File: config.mk
export PLATFORM = sky130hd
export DESIGN_NAME = meter_reply_frame_decoder
export DESIGN_NICKNAME = d
export VERILOG_FILES = /design/src/rtl/mrfd_pkg.sv /design/src/rtl/meter_reply_frame_decoder.sv /design/src/rtl/mrfd_scale.sv
export SDC_FILE = /design/constraint.sdc
export NUM_CORES = 2
export LEC_CHECK = 0
export BUFFER_PORTS_ARGS = -buffer_cell sky130_fd_sc_hd__buf_4
export CAP_MARGIN = 15
export CORE_MARGIN = 2
export CORE_UTILIZATION = 30
export CTS_CLUSTER_DIAMETER = 60
export DETAILED_ROUTE_END_ITERATION = 8
export PLACE_DENSITY = 0.46
export SLEW_MARGIN = 15
export SYNTH_ARGS = -nofsm -noshare
export SYNTH_HDL_FRONTEND = slang
export SYNTH_HIERARCHICAL = 1
export SYNTH_SLANG_ARGS = --single-unit
File: constraint.sdc
create_clock -name i_clk -period 18.8 [get_ports i_clk]
set_clock_uncertainty 0.2 [all_clocks]
set_input_delay 0 -clock i_clk [delete_from_list [all_inputs] [get_ports i_clk]]
set_output_delay 0 -clock i_clk [all_outputs]
set_load 0.005 [all_outputs]
File: src/rtl/mrfd_pkg.sv
// ----------------------------------------------------------------------------
// mrfd_pkg
// types and constants of the meter reply frame decoder
// ----------------------------------------------------------------------------
package mrfd_pkg;

    localparam int CHANNELS_DEF = 6;

    localparam logic [7:0] ARCHIVE_PERIOD_RST = 8'd10;
    localparam logic [7:0] ARCHIVE_CNT_MAX    = 8'd255;

    localparam logic [7:0] ADDR_POWER  = 8'h01;
    localparam logic [7:0] ADDR_RELAY  = 8'h02;
    localparam logic [7:0] FUNC_RELAY  = 8'h01;
    localparam logic [7:0] COUNT_POWER = 8'd84;
    localparam logic [7:0] COUNT_RELAY = 8'd1;

    localparam logic [6:0] POS_ADDR  = 7'd0;
    localparam logic [6:0] POS_FUNC  = 7'd1;
    localparam logic [6:0] POS_COUNT = 7'd2;
    localparam logic [6:0] POS_MAX   = 7'd127;

    localparam int          CHAN_BYTES = 14;
    localparam logic [3:0]  CHAN_LAST  = 4'd13;

    // reciprocal multipliers: x / d == (x * m) >> s over the full input range
    localparam logic [16:0] DIV100_M16  = 17'd83887;
    localparam int          DIV100_S16  = 23;
    localparam logic [16:0] DIV1000_M16 = 17'd67109;
    localparam int          DIV1000_S16 = 26;
    localparam logic [30:0] DIV100_M32  = 31'd1374389535;
    localparam int          DIV100_S32  = 37;

    typedef enum logic [1:0] {
        MODE_IGNORE = 2'd0,
        MODE_POWER  = 2'd1,
        MODE_RELAY  = 2'd2
    } t_frame_mode;

    typedef enum logic {
        KIND_CHANNEL = 1'b0,
        KIND_RELAY   = 1'b1
    } t_record_kind;

    typedef struct packed {
        logic [7:0] data_byte;
        logic       frame_start;
    } t_in_item;

    typedef struct packed {
        logic        record_kind;
        logic [3:0]  channel;
        logic [9:0]  voltage;
        logic [6:0]  current;
        logic [15:0] apparent_power;
        logic [25:0] energy_total;
        logic [6:0]  power_factor;
        logic [9:0]  frequency;
        logic [7:0]  relay_bits;
        logic        archive;
    } t_out_item;

    // unscaled record between the frame parser and the scaling stage
    typedef struct packed {
        logic        record_kind;
        logic [3:0]  channel;
        logic [15:0] voltage_raw;
        logic [15:0] current_raw;
        logic [15:0] apparent_power;
        logic [31:0] energy_raw;
        logic [15:0] power_factor_raw;
        logic [15:0] frequency_raw;
        logic [7:0]  relay_bits;
        logic        archive;
    } t_raw_rec;

endpackage

File: src/rtl/meter_reply_frame_decoder.sv
// ----------------------------------------------------------------------------
// meter_reply_frame_decoder
// parses meter reply frames byte by byte into channel and relay records
// ----------------------------------------------------------------------------
// one byte is taken per cycle unless the record path stalls; a record
// passes from the parser register through the scaling multipliers into
// the result register
// a waiting result does not stop input until both record slots are full
// synchronous active-low reset clears all control state, period back to 10
// ----------------------------------------------------------------------------
module meter_reply_frame_decoder
    import mrfd_pkg::*;
#(
    parameter int CHANNELS = CHANNELS_DEF
) (
    input  logic      i_clk,
    input  logic      i_rst_n,
    input  logic      i_valid,
    output logic      o_ready,
    input  t_in_item  i_data,
    output logic      o_valid,
    input  logic      i_ready,
    output t_out_item o_data,
    input  logic      i_cfg_we,
    input  logic [7:0] i_cfg_wdata
);

    localparam int CW = (CHANNELS > 1) ? $clog2(CHANNELS) : 1;
    localparam int SHW = (CHAN_BYTES - 1) * 8;

    logic [6:0]    r_pos,      n_pos;
    logic [7:0]    r_addr,     n_addr;
    logic [7:0]    r_func,     n_func;
    t_frame_mode   r_mode,     n_mode;
    logic [CW-1:0] r_ci,       n_ci;
    logic [3:0]    r_k,        n_k;
    logic [SHW-1:0] r_shift,   n_shift;
    logic [7:0]    r_arch_cnt, n_arch_cnt;
    logic          r_arch,     n_arch;
    logic [7:0]    r_period;
    logic          r_s1_valid, n_s1_valid;
    t_raw_rec      r_s1,       n_s1;
    logic          r_out_valid, n_out_valid;

    logic          w_accept;
    logic          w_s1_go;
    logic [6:0]    w_pos;
    logic [7:0]    w_byte;
    logic [7:0]    w_cnt_inc;
    logic          w_emit;
    logic [SHW+7:0] w_full;

    assign w_byte  = i_data.data_byte;
    assign w_pos   = i_data.frame_start ? POS_ADDR : r_pos;
    assign w_s1_go = r_s1_valid && (!r_out_valid || i_ready);
    assign o_ready = !r_s1_valid || w_s1_go;
    assign w_accept = i_valid && o_ready;
    assign w_cnt_inc = (r_arch_cnt < ARCHIVE_CNT_MAX) ? r_arch_cnt + 8'd1 : r_arch_cnt;
    assign w_full  = {r_shift, w_byte};

    // frame parser next state
    always_comb begin
        n_pos      = r_pos;
        n_addr     = r_addr;
        n_func     = r_func;
        n_mode     = r_mode;
        n_ci       = r_ci;
        n_k        = r_k;
        n_shift    = r_shift;
        n_arch_cnt = r_arch_cnt;
        n_arch     = r_arch;
        if (w_accept) begin
            n_pos = (w_pos < POS_MAX) ? w_pos + 7'd1 : w_pos;
            case (w_pos)
                POS_ADDR: begin
                    n_addr = w_byte;
                    n_mode = MODE_IGNORE;
                    n_ci   = '0;
                end
                POS_FUNC: begin
                    n_func = w_byte;
                end
                POS_COUNT: begin
                    n_k = '0;
                    if (r_addr == ADDR_POWER && w_byte == COUNT_POWER) begin
                        n_mode = MODE_POWER;
                        if (w_cnt_inc >= r_period) begin
                            n_arch     = 1'b1;
                            n_arch_cnt = '0;
                        end else begin
                            n_arch     = 1'b0;
                            n_arch_cnt = w_cnt_inc;
                        end
                    end else if (r_addr == ADDR_RELAY && r_func == FUNC_RELAY &&
                                 w_byte == COUNT_RELAY) begin
                        n_mode = MODE_RELAY;
                    end else begin
                        n_mode = MODE_IGNORE;
                    end
                end
                default: begin
                    case (r_mode)
                        MODE_POWER: begin
                            n_shift = {r_shift[SHW-9:0], w_byte};
                            if (r_k == CHAN_LAST) begin
                                n_k = '0;
                                if (r_ci == CW'(CHANNELS - 1)) begin
                                    n_mode = MODE_IGNORE;
                                end else begin
                                    n_ci = r_ci + CW'(1);
                                end
                            end else begin
                                n_k = r_k + 4'd1;
                            end
                        end
                        MODE_RELAY: begin
                            n_mode = MODE_IGNORE;
                        end
                        default: begin
                            n_mode = r_mode;
                        end
                    endcase
                end
            endcase
        end
    end

    // record build and handshake
    always_comb begin
        n_s1 = r_s1;
        w_emit = 1'b0;
        if (w_accept && w_pos > POS_COUNT) begin
            case (r_mode)
                MODE_POWER: begin
                    if (r_k == CHAN_LAST) begin
                        w_emit                = 1'b1;
                        n_s1.record_kind      = KIND_CHANNEL;
                        n_s1.channel          = 4'(r_ci) + 4'd1;
                        n_s1.voltage_raw      = w_full[111:96];
                        n_s1.current_raw      = w_full[95:80];
                        n_s1.apparent_power   = w_full[79:64];
                        n_s1.energy_raw       = w_full[63:32];
                        n_s1.power_factor_raw = w_full[31:16];
                        n_s1.frequency_raw    = w_full[15:0];
                        n_s1.relay_bits       = '0;
                        n_s1.archive          = r_arch;
                    end
                end
                MODE_RELAY: begin
                    w_emit = 1'b1;
                    n_s1   = '0;
                    n_s1.record_kind = KIND_RELAY;
                    n_s1.relay_bits  = w_byte;
                end
                default: begin
                    w_emit = 1'b0;
                end
            endcase
        end
        if (w_emit) begin
            n_s1_valid = 1'b1;
        end else if (w_s1_go) begin
            n_s1_valid = 1'b0;
        end else begin
            n_s1_valid = r_s1_valid;
        end
        if (w_s1_go) begin
            n_out_valid = 1'b1;
        end else if (i_ready) begin
            n_out_valid = 1'b0;
        end else begin
            n_out_valid = r_out_valid;
        end
    end

    always_ff @(posedge i_clk) begin
        if (!i_rst_n) begin
            r_pos       <= '0;
            r_addr      <= '0;
            r_func      <= '0;
            r_mode      <= MODE_IGNORE;
            r_ci        <= '0;
            r_k         <= '0;
            r_arch_cnt  <= '0;
            r_arch      <= 1'b0;
            r_period    <= ARCHIVE_PERIOD_RST;
            r_s1_valid  <= 1'b0;
            r_out_valid <= 1'b0;
        end else begin
            r_pos       <= n_pos;
            r_addr      <= n_addr;
            r_func      <= n_func;
            r_mode      <= n_mode;
            r_ci        <= n_ci;
            r_k         <= n_k;
            r_arch_cnt  <= n_arch_cnt;
            r_arch      <= n_arch;
            r_s1_valid  <= n_s1_valid;
            r_out_valid <= n_out_valid;
            if (i_cfg_we) begin
                r_period <= i_cfg_wdata;
            end
        end
    end

    // payload registers, no reset
    always_ff @(posedge i_clk) begin
        r_shift <= n_shift;
        r_s1    <= n_s1;
    end

    mrfd_scale u_scale (
        .i_clk  (i_clk),
        .i_load (w_s1_go),
        .i_raw  (r_s1),
        .o_data (o_data)
    );

    assign o_valid = r_out_valid;

endmodule

File: src/rtl/mrfd_scale.sv
// ----------------------------------------------------------------------------
// mrfd_scale
// result register: divides the raw channel words by their constant scales
// ----------------------------------------------------------------------------
module mrfd_scale
    import mrfd_pkg::*;
(
    input  logic      i_clk,
    input  logic      i_load,
    input  t_raw_rec  i_raw,
    output t_out_item o_data
);

    logic [32:0] w_volt_prod;
    logic [32:0] w_curr_prod;
    logic [32:0] w_pf_prod;
    logic [32:0] w_freq_prod;
    logic [62:0] w_energy_prod;
    t_out_item   n_out;
    t_out_item   r_out;

    assign w_volt_prod   = 33'(i_raw.voltage_raw) * 33'(DIV100_M16);
    assign w_curr_prod   = 33'(i_raw.current_raw) * 33'(DIV1000_M16);
    assign w_pf_prod     = 33'(i_raw.power_factor_raw) * 33'(DIV1000_M16);
    assign w_freq_prod   = 33'(i_raw.frequency_raw) * 33'(DIV100_M16);
    assign w_energy_prod = 63'(i_raw.energy_raw) * 63'(DIV100_M32);

    always_comb begin
        n_out.record_kind    = i_raw.record_kind;
        n_out.channel        = i_raw.channel;
        n_out.voltage        = w_volt_prod[DIV100_S16 +: 10];
        n_out.current        = w_curr_prod[DIV1000_S16 +: 7];
        n_out.apparent_power = i_raw.apparent_power;
        n_out.energy_total   = w_energy_prod[DIV100_S32 +: 26];
        n_out.power_factor   = w_pf_prod[DIV1000_S16 +: 7];
        n_out.frequency      = w_freq_prod[DIV100_S16 +: 10];
        n_out.relay_bits     = i_raw.relay_bits;
        n_out.archive        = i_raw.archive;
    end

    always_ff @(posedge i_clk) begin
        if (i_load) begin
            r_out <= n_out;
        end
    end

    assign o_data = r_out;

endmodule

==> flow_metrics.py <==
metrics = {
    "detailed_routing": {
        "post-route-drc-count": 0,
        "drt_pre_antenna_iters": 7,
        "drt_iter0_drc": 1333,
        "ant_nets": 0,
        "num_vias": 27650,
        "routed_via_density": 4.397,
        "routedWlPerCell_um": 17.67,
        "wirelength_um": 111100,
    },
    "logic_synthesis": {
        "yosysUniqueCellTypes": 83,
        "netlist_top_cells_area": "fa_1 29%, ha_1 26%, edfxtp_1 21%",
        "yosysWarnings": 6,
        "synth-main-ff-cell": "edfxtp_1",
        "syn_inst": 4030,
        "yosysTopAreaCellShare": 0.2900,
        "syn_nets": 5653,
        "async_reset_ff_frac": 0,
        "avgSynthCellArea_um2": 11.32,
        "synth.cell_area_um2": 45630,
        "synth_seq_area_share": 0.2330,
        "yosys.area.top_type": "fa_1",
        "synth-edff-count": 320,
        "yosys_register_bits": 371,
    },
    "die": {
        "die_h_um": 394.0,
        "die_w_um": 394.0,
        "core_um2": 151500,
        "io_pins": 114,
        "start_util": 0.3011,
        "rows": 143,
        "dieArea_um2": 155200,
    },
    "cts": {
        "clk_pin_slew_worst_paths_ns": 0.06,
        "cts.sinks": 371,
        "cts.path.max_buffers": 3,
        "clock-root-buffer": "clkbuf_16",
        "cts_tree": "done",
        "h-tree-depth": 2,
        "cts_buffers": 51,
        "cts_resized": 0,
        "insertion_delay_ns": 0.65,
        "cts_setup_buffers": 0,
    },
    "critical_path": {
        "worstPathRequired_ns": 19.00,
        "start_kind": "flop",
        "r2r_slack_ns": 10.36,
        "end_kind": "flop",
        "path_max_fanout": 10,
        "critPathKind": "reg2reg",
        "cp.arrival_ns": 8.64,
        "r2r_cells": 21,
        "crit_path_end": "u_scale/o_data[50]",
        "cp-startpoint": "r_s1[57]",
        "reg2reg_to": "u_scale/o_data[50]",
        "rr_startpoint": "r_s1[57]",
    },
    "worst_hold_path": {
        "worstHoldPathCells": 4,
        "holdCritStartpoint": "i_data[4]",
        "hp-class": "in2reg",
    },
    "finish": {
        "final_util": 0.3383,
        "multiInputGateArea_um2": 30800,
        "area_delta_synth_final_pct": 12.36,
        "n_antenna_cell": 0,
        "drive_gt1_frac": 0.05540,
        "layout.cells.non_filler": 6290,
        "area.sequential_um2": 10630,
        "nFillCells": 15300,
        "final_nets": 5840,
    },
    "sta": {
        "final_hold_viol_count": 0,
        "relSlewSlack": 0.2521,
        "period_share": 0.4491,
        "worstMarginPinSlew_ns": 1.108,
        "slew_viol_final": 0,
        "totalNegativeSetupSlack_ns": 0,
        "layout_min_cycle_time_ns": 8.443,
        "rsz0062_at_grt": "false",
        "fmaxAchievable_mhz": 118.4,
        "setup_viol": 0,
    },
    "status": {
        "status": "finished, final reports clean",
    },
    "power_and_ir_drop": {
        "cellPowerDensity_nw_per_um2": 38.05,
        "p_leak_uw": 0.02548,
        "ir_drop_mv": 0.06517,
    },
    "placement": {
        "placed_cells": 6143,
        "dp_hpwl_um": 94440,
        "place_congestion": 0.9118,
        "portBuffers": 113,
    },
    "global_route": {
        "antenna_found_initial": 0,
        "grt.total_usage": 0.1471,
        "gr-total-overflow": 0,
        "grt_pass1_vias": 30040,
        "grt_pass1_wl_um": 176400,
        "grt_start_max_net_pins": 76,
    },
    "job": {
        "max_cap_violations": 0,
    },
}
## timing repair
action,in CTS,in global routing
endpoints found under the setup margin,0,0
hold endpoints to repair,99,0
hold buffers,51,0
## area by class of cell
class	count	area share
tap	2030	0.04954
clock inverter	40	0.009372
inverter	1090	0.07981
clock buffer	56	0.02568
sequential	371	0.2074
timing repair buffer	171	0.02753
multi-input combinational	2532	0.6007
## cells in the mapped netlist (3+ instances only)
library cell / number
nand4_1: 34
a31o_2: 3
ha_1: 940
a211oi_1: 10
nor2_1: 87
mux2i_1: 24
and4_1: 5
or2_2: 6
a21oi_1: 112
nand3b_1: 5
o21bai_1: 6
o2111ai_1: 4
o211ai_1: 7
a2111oi_0: 3
nor4_1: 14
or3_1: 6
a21o_1: 52
xnor2_1: 42
o21a_1: 13
and2_1: 14
dfxtp_1: 51
o22ai_1: 9
nand2b_1: 9
nor2b_1: 128
o31ai_1: 4
and3_1: 20
nand3_1: 31
a31oi_1: 19
a211o_1: 3
nor3_1: 20
a21boi_0: 5
xor2_1: 20
inv_1: 1089
clkbuf_1: 35
fa_1: 661
nand2_1: 90
o21ai_0: 67
edfxtp_1: 320
## critical path: stages (launching register included)
cell and delay, ns:
edfxtp_1 0.63, fa_1 0.71, inv_1 0.07, fa_1 0.49
fa_1 0.55, inv_1 0.06, fa_1 0.51, inv_1 0.06
fa_1 0.62, inv_1 0.07, fa_1 0.52, fa_1 0.43
ha_1 0.42, and4_1 0.32, nand2_1 0.07, o32ai_1 0.40
o21ai_0 0.17, nand4b_1 0.19, a21oi_1 0.24, o311ai_0 1.01
a41oi_1 0.27, xnor2_1 0.19
## cells by family (layout without fill, tap and decap cells)
| family | Yosys count | after routing | synth area share |
|---|---|---|---|
| AO/OA/AOI/OAI | 354 | 354 | 0.05035 |
| AND/OR/NAND/NOR | 490 | 490 | 0.05852 |
| XOR/XNOR | 62 | 62 | 0.01190 |
| adder cells (fa/ha/maj) | 1601 | 1601 | 0.5478 |
| flip-flops | 371 | 371 | 0.2330 |
| buffers and inverters | 1127 | 1357 | 0.09291 |
| multiplexers | 25 | 25 | 0.005512 |
## routing by layer
metal  vias to the layer above  GRT usage  part of all wire
met5                         -          0                 0
met4                         0    0.03373             0.022
met3                       108    0.02183             0.039
met2                       433     0.2394              0.46
met1                     13670     0.2058              0.48
li1                      13440          -                 -
## sequential cells by signal, indices dropped and copies added (netlist names), 2 cells and up
| register | cells |
|---|---|
| r_s1 | 126 |
| r_shift | 104 |
| u_scale/o_data | 90 |
| r_addr | 8 |
| r_arch_cnt | 8 |
| r_func | 8 |
| r_period | 8 |
| r_pos | 7 |
| r_k | 4 |
| r_ci | 3 |
| r_mode | 2 |
## report_power, final
group          switching [uW]  leakage [uW]  internal, uW
Combinational            16.5        0.0213          17.5
Clock                     406      0.000872           624
Sequential               1.78       0.00330           885
## placed cells by master (no fill, tap or decap), types with 19 or more instances in the layout
master         netlist  layout
clkbuf_16            0      52
mux2i_1             24      24
nor2b_1            128     128
o21ai_0             67      67
edfxtp_1           320     320
nor2_1              87      87
a21o_1              52      52
ha_1               940     939
fa_1               661     661
a21oi_1            112     112
a31oi_1             19      19
dfxtp_1             51      51
nand3_1             31      31
and3_1              20      19
inv_1             1089    1089
xor2_1              20      20
nand2_1             90      90
xnor2_1             42      42
buf_4                0     120
nand4_1             34      34
nor3_1              20      20
dlygate4sd3_1        0      51
## worst min path at each step
| stage | endpoint | slack (ns) |
|---|---|---|
| after CTS | r_addr[5] | 0.002 |
| final | r_addr[3] | 0.04 |
| after global placement | r_period[3] | 0.02 |
| after detailed placement | r_period[1] | 0.03 |
| after floorplan | r_shift[0] | -0.10 |
| after global routing | r_s1[2] | 0.04 |
## per-stage QoR
| step | setup slack, ns | total power (uW) | cell area, um^2 | hold WS, ns |
|---|---|---|---|---|
| floorplan | 7.505 | 918.5 | 45630 | -0.1011 |
| global placement | 10.46 | 927.9 | 48960 | 0.02079 |
| detailed placement | 10.47 | 928.2 | 48960 | 0.02593 |
| CTS | 10.45 | 1985 | 51270 | 0.001708 |
| global route | 10.12 | 2018 | 51270 | 0.04141 |
| finish | 10.36 | 1951 | 51270 | 0.04107 |
Power figures use the tool's default switching activity.
